===== src/design/lkvc_ram.sv =====
`timescale 1ns / 1ps
`default_nettype none
// ----------------------------------------------------------------------------
// lkvc_ram
// generic single-port ram with registered read
// ----------------------------------------------------------------------------
module lkvc_ram #(
    parameter int WIDTH = 8,
    parameter int DEPTH = 16
) (
    input  wire logic                     clk,
    input  wire logic                     we,
    input  wire logic [$clog2(DEPTH)-1:0] addr,
    input  wire logic [WIDTH-1:0]         wdata,
    output logic      [WIDTH-1:0]         rdata
);

    logic [WIDTH-1:0] mem [DEPTH];

    always_ff @(posedge clk)
    begin
        if (we)
        begin
            mem[addr] <= wdata;
        end
        rdata <= mem[addr];
    end

endmodule
`default_nettype wire


===== config.mk =====
export PLATFORM = sky130hd
export DESIGN_NAME = lkvc_ram
export DESIGN_NICKNAME = d
export VERILOG_FILES = /design/src/design/lkvc_ram.sv
export SDC_FILE = /design/constraint.sdc
export NUM_CORES = 1
export LEC_CHECK = 0
export BUFFER_PORTS_ARGS = -buffer_cell sky130_fd_sc_hd__buf_2
export CORE_MARGIN = 5
export CORE_UTILIZATION = 50
export DETAILED_ROUTE_END_ITERATION = 16
export GPL_TIMING_DRIVEN = 1
export PLACE_DENSITY = 0.74
export SLEW_MARGIN = 30
export SYNTH_ARGS = -nofsm -noshare
export SYNTH_HDL_FRONTEND = slang
export SYNTH_SLANG_ARGS = --single-unit

===== constraint.sdc =====
create_clock -name clk -period 3.05 [get_ports clk]
set_input_delay 0.305 -clock clk [delete_from_list [all_inputs] [get_ports clk]]
set_output_delay 0.305 -clock clk [all_outputs]
set_load 0.01 [all_outputs]

==> results.py, run 1 <==
metrics = {
    "min_path": {
        "holdPathStages": 1,
        "hold_class": "in2reg",
        "holdPathEnd": "mem[6][4]",
        "hp-start": "wdata[4]",
    },
    "critical_path": {
        "critPathSlowestCell": "mux4_2",
        "r2r_cells": 3,
        "cp.arrival_ps": 1970,
        "crit_required_ps": 3430,
        "cp_max_fo": 20,
        "ff2ff_setup_slack_ps": 1680,
        "r2r-end": "rdata[3]",
        "critPathKind": "in2reg",
        "startpoint_type": "input port",
        "cpPeakStageDelay_ps": 530,
        "reg2reg_from": "mem[3][3]",
        "critPathCaptureType": "register",
        "cp_cell_sequence": "buf_2 -> buf_12 -> mux4_2 -> a22oi_1 -> nand2_1",
    },
    "cells_and_area": {
        "syn_to_final_growth_pct": 17.5,
        "final_common_cell": "edfxtp_1",
        "fill_cells": 699,
        "diodes": 0,
        "drive_gt1_frac": 0.351,
        "mostFrequentLayoutCells": "128 x edfxtp_1, 32 x mux4_2, 21 x buf_2",
        "nNetsFinal": 289,
    },
    "die": {
        "rows": 36,
        "die_w_microns": 111,
        "dieHeight_microns": 111,
        "initial_core_util": 0.516,
        "fp.coreArea_sq_mm": 0.00982,
        "die_area_sq_mm": 0.0122,
        "ios": 22,
    },
    "logic_synthesis": {
        "syn_nets": 244,
        "synth.yosys.seq_area_share": 0.790,
        "syn_avg_cell_area_sq_um": 22.0,
        "yosys.area.top_type_share": 0.759,
        "synth.top_cells.by_area": "edfxtp_1 76%, mux4_2 14%, dfxtp_1 3.2%",
        "synth_cell_types": 18,
        "ys_ff_latch": 136,
        "synth_warnings": 0,
        "syn-cell-area_sq_mm": 0.00507,
        "postSynthCellCount": 230,
        "yosysTopAreaCell": "edfxtp_1",
    },
    "sta": {
        "hold_viol": 0,
        "final.setup.tns_ps": 0,
        "finalHoldWorstSlack_ps": 180,
        "fmax_ghz": 0.629,
        "rsz0062_at_grt": "false",
        "fin_skew_ps": 5.57,
        "slew_violations": 0,
        "finalCriticalPeriod_ps": 1590,
        "setup-violations-final": 0,
        "tightest_slew_ps": 838,
        "fin_crit_sh": 0.522,
        "slew_headroom": 0.439,
    },
    "status": {
        "status": "complete, no violations",
    },
    "global_routing": {
        "grtUsageTotal": 0.164,
        "use_met3": 0.0344,
        "grt_start_max_net_pins": 23,
        "antenna_found_initial": 0,
        "grtUsageMet2": 0.272,
        "use_met1": 0.213,
        "grt_busiest_layer": "met2",
        "grt_pass1_vias": 2520,
        "grt_pass1_wl_mm": 14.9,
        "globalRoute.totalOverflow": 0,
    },
    "clock_network": {
        "cts_tree": "built",
        "clkTransAtPathRegs_ps": 60,
        "post_cts_buffers": 0,
        "postCtsHoldBufs": 0,
        "clockBufferDepth": 2,
        "clkSinkCount": 136,
        "htreeDepth": 4,
        "clkLatencyLatePin_ps": 510,
        "numCtsBuffers": 17,
        "postCtsResizedCells": 0,
        "cts_root_buf": "clkbuf_8",
    },
    "place": {
        "post-dp-hpwl_mm": 5.94,
        "io_buffers": 21,
        "gp_congestion": 0.721,
    },
    "drt": {
        "drc": 0,
        "vias": 2377,
        "wl_mm": 9.50,
        "dr.pass1.iters": 5,
        "routedWlPerCell_microns": 22.6,
        "ant_nets": 0,
        "via_per_inst": 5.65,
        "drt_iter0_drc": 262,
    },
    "pwr": {
        "power_density_mw_per_mm2": 691,
        "ir_worst_vdd_mv": 0.320,
        "p_leak_nw": 1.97,
    },
    "flow_run": {
        "maxCapViolCount": 0,
    },
}
[layout make-up]
type,count,area [sq um],share of cell area
flip-flops and latches,136,4000,0.672
multi-input cells,83,1010,0.169
clock buffers,19,432,0.0725
repair buffers,37,238,0.0399
well taps,133,166,0.0279
clock inverters,13,106,0.0179
[worst max-delay path, delay by kind of cell]
family | cells | cell delay, ps
AOI/OAI and AO/OA | 1 | 270
buffers and inverters | 2 | 770
muxes | 1 | 530
and+or+nand+nor | 1 | 90
[flip-flops by register name, indices dropped and copies added (netlist names)]
signal and cells:
mem 128, rdata 8
[per-layer routing]
metal,routed length (microns),share of wire
met1,3870,0.41
met2,5040,0.53
met3,468,0.049
met4,116,0.012
met5,0,0
[cell usage after synthesis]
| master | instances |
|---|---|
| edfxtp_1 | 128 |
| mux4_2 | 32 |
| a22oi_1 | 16 |
| nor2_1 | 13 |
| nand2_1 | 9 |
| dfxtp_1 | 8 |
| buf_1 | 4 |
| nor3_1 | 4 |
| buf_2 | 2 |
| buf_6 | 2 |
| clkbuf_1 | 2 |
| nand2b_1 | 2 |
| nand3b_1 | 2 |
| nor2b_1 | 2 |
| and2_1 | 1 |
| clkbuf_2 | 1 |
| nand3_1 | 1 |
| or3b_2 | 1 |
[kinds of logic after synthesis]
logic type	after synthesis	share of synthesized area
DFF	136	0.790
and+or+nand+nor	35	0.0321
muxes	32	0.142
AOI/OAI and AO/OA	16	0.0237
buffers and inverters	11	0.0119
[power breakdown]
part / internal [mW] / switching (mW) / leakage (nW)
Combinational: 0.0809 / 0.112 / 0.485
Sequential: 2.09 / 0.0125 / 1.22
Clock: 1.09 / 0.728 / 0.257
[through the flow]
step                 util  cells  area, sq um  total power, mW  worst slack [ps]
finish              0.606    421         5950             4.12              1460
global route        0.606    421         5950             4.25              1350
CTS                 0.606    421         5950             4.14              1420
detailed placement  0.552    389         5420             2.34               936
global placement    0.550    388         5400             2.33               753
floorplan               -    230         5070             2.25              1250
[worst max path at each step]
stage / start / endpoint / slack, ps / depth (start not counted)
2_1_floorplan: addr[2] / mem[0][0] / 1250 / 2
3_3_place_gp: addr[0] / mem[12][1] / 750 / 2
3_5_place_dp: addr[0] / rdata[5] / 940 / 5
4_1_cts: addr[0] / rdata[5] / 1420 / 5
5_1_grt: addr[0] / rdata[5] / 1350 / 5
6_report: addr[0] / rdata[5] / 1460 / 5
No activity file was read; power rests on OpenSTA's default activity.
==> run 2, diff against run 1 <==
Settings changed: PLACE_DENSITY 0.74 to 0.76.
Clock period 3.05 ns to 1.3 ns, I/O delays scaled along.
==> run 2 against run 1 <==
Compared with the run above: the run now ends with setup timing left; largest cell class unchanged; critical endpoint unchanged; count of clock-buffer cells in the layout fell by 1; non-clock buffer count rose by 15; cell count rose by 3.6%; highest routed layer unchanged.
==> results.py, run 2 (synthesis results as in run 1) <==
metrics = {
    "sta": {
        "slew_violations": 0,
        "finalCriticalPeriod_ps": 1300,
        "slew_headroom": 0.343,
        "tightest_slew_ps": 983,
        "fin_skew_ps": 4.42,
        "rsz0062_at_grt": "true",
        "final.setup.tns_ps": -3.64,
        "hold_viol": 0,
        "fin_ws_ps": -3.64,
        "setup-violations-final": 1,
        "fin_crit_sh": 1.00,
        "fmax_ghz": 0.767,
    },
    "die": {
        "die_area_sq_mm": 0.0122,
        "rows": 36,
        "fp.coreArea_sq_mm": 0.00982,
        "ios": 22,
        "dieHeight_microns": 111,
        "initial_core_util": 0.516,
        "die_w_microns": 111,
    },
    "pwr": {
        "total_power_mw": 10.1,
        "clkPwrFrac": 0.455,
        "intPower_mw": 8.05,
        "ir_worst_vdd_mv": 1.03,
        "switching_power_mw": 2.04,
        "p_leak_nw": 2.10,
        "combPwrFrac": 0.055,
        "power_density_mw_per_mm2": 1580,
        "p_seq_frac": 0.490,
        "p_sw_frac": 0.202,
    },
    "drt": {
        "drc": 0,
        "dr.pass1.iters": 4,
        "routedWlPerCell_microns": 23.1,
        "wl_mm": 10.1,
        "vias": 2471,
        "via_per_inst": 5.67,
        "ant_nets": 0,
        "drt_iter0_drc": 169,
    },
    "clock_network": {
        "cts_root_buf": "clkbuf_8",
        "post_cts_buffers": 0,
        "clkLatencyLatePin_ps": 510,
        "clkSinkCount": 136,
        "clockBufferDepth": 2,
        "cts_tree": "built",
        "numCtsBuffers": 17,
        "clkTransAtPathRegs_ps": 60,
        "htreeDepth": 4,
    },
    "global_routing": {
        "grtUsageTotal": 0.177,
        "antenna_found_initial": 0,
        "grt_pass1_wl_mm": 15.9,
        "globalRoute.totalOverflow": 0,
        "grt_start_max_net_pins": 17,
        "grt_pass1_vias": 2682,
    },
    "flow_run": {
        "maxCapViolCount": 0,
    },
    "critical_path": {
        "startpoint_type": "register",
        "cp_max_fo": 1,
        "critPathKind": "reg2reg",
        "critPathCaptureType": "register",
        "cp.arrival_ps": 1700,
        "crit_required_ps": 1690,
    },
    "place": {
        "post-dp-hpwl_mm": 6.34,
        "gp_congestion": 0.755,
        "preCtsSetupSlack_ps": -254,
        "dp_cells": 403,
        "io_buffers": 21,
    },
    "min_path": {
        "hold_class": "in2reg",
    },
    "cells_and_area": {
        "reg_top3": "mem: 128 flops, rdata: 8 flops",
        "drive_gt1_frac": 0.459,
        "mostFrequentLayoutCells": "128 x edfxtp_1, 32 x mux4_2, 21 x buf_2",
        "largest_register_ffs": 128,
        "fill_cells": 668,
        "nNetsFinal": 304,
        "instances_no_fill": 436,
        "final_common_cell": "edfxtp_1",
        "syn_to_final_growth_pct": 25.7,
        "diodes": 0,
        "max_flop_register": "mem",
    },
    "status": {
        "status": "finished, violations left",
        "violations": "setup timing",
    },
}
==> run 2: changes by cell type in the layout (fill, tap and decap cells not counted), moves of 2 or more <==
cell / before / now
bufinv_16: 1 / 3
nor3_1: 3 / 0
nor2_1: 13 / 1
a22oi_2: 0 / 8
nor3_2: 1 / 4
a22oi_1: 16 / 8
nor2_4: 0 / 5
buf_4: 15 / 17
buf_12: 1 / 13
nor2_2: 0 / 7
==> run 2: cell type report <==
| type | count | area, sq um | area share |
|---|---|---|---|
| clock buffers | 18 | 418 | 0.0656 |
| flip-flops and latches | 136 | 4000 | 0.629 |
| well taps | 133 | 166 | 0.0261 |
| multi-input cells | 83 | 1120 | 0.176 |
| repair buffers | 52 | 503 | 0.0790 |
| clock inverters | 14 | 158 | 0.0247 |
==> run 2: final timing paths <==
check	startpoint	end	slack, ps	cells after the start
setup / recovery	mem[1][5]	rdata[5]	-4	3
hold / removal	wdata[6]	mem[4][6]	8	1
setup reg to reg	mem[1][5]	rdata[5]	-4	3
hold reg to reg	mem[15][7]	rdata[7]	680	3
==> run 2: layer usage <==
layer  up-vias  share of wire  global-route usage
met4         0         0.0086              0.0493
met1      1285           0.43               0.245
met5         -              0                   0
li1       1079              -                   -
met2        95           0.51               0.277
met3        12          0.055              0.0529
==> run 2: metrics by stage <==
stage	utilization	hold WS (ps)	area, sq um
global route	0.649	0.782	6370
global placement	0.585	516	5740
CTS	0.646	0.550	6340
finish	0.649	7.61	6370
floorplan	-	229	5150
detailed placement	0.585	531	5740
==> run 2: timing repair <==
item	in CTS	in global routing
hold buffers	1	0
setup endpoints to repair	3	3
pin swaps	3	2
gates resized for setup	3	5
hold endpoints to repair	13	0
==> run 2: power by group through the flow <==
stage                     sequential, mW  combinational [mW]  clock (mW)
after floorplan                     5.03               0.271           0
after global placement              5.02               0.520           0
after detailed placement            5.03               0.534           0
after CTS                           4.94               0.551        4.65
after global routing                4.95               0.596        4.88
final                               4.94               0.554        4.59
==> run 2: worst max-delay path: stages, from the launching register on <==
cell	delay, ps
edfxtp_1	410
mux4_2	500
a22oi_2	200
nand2_1	70
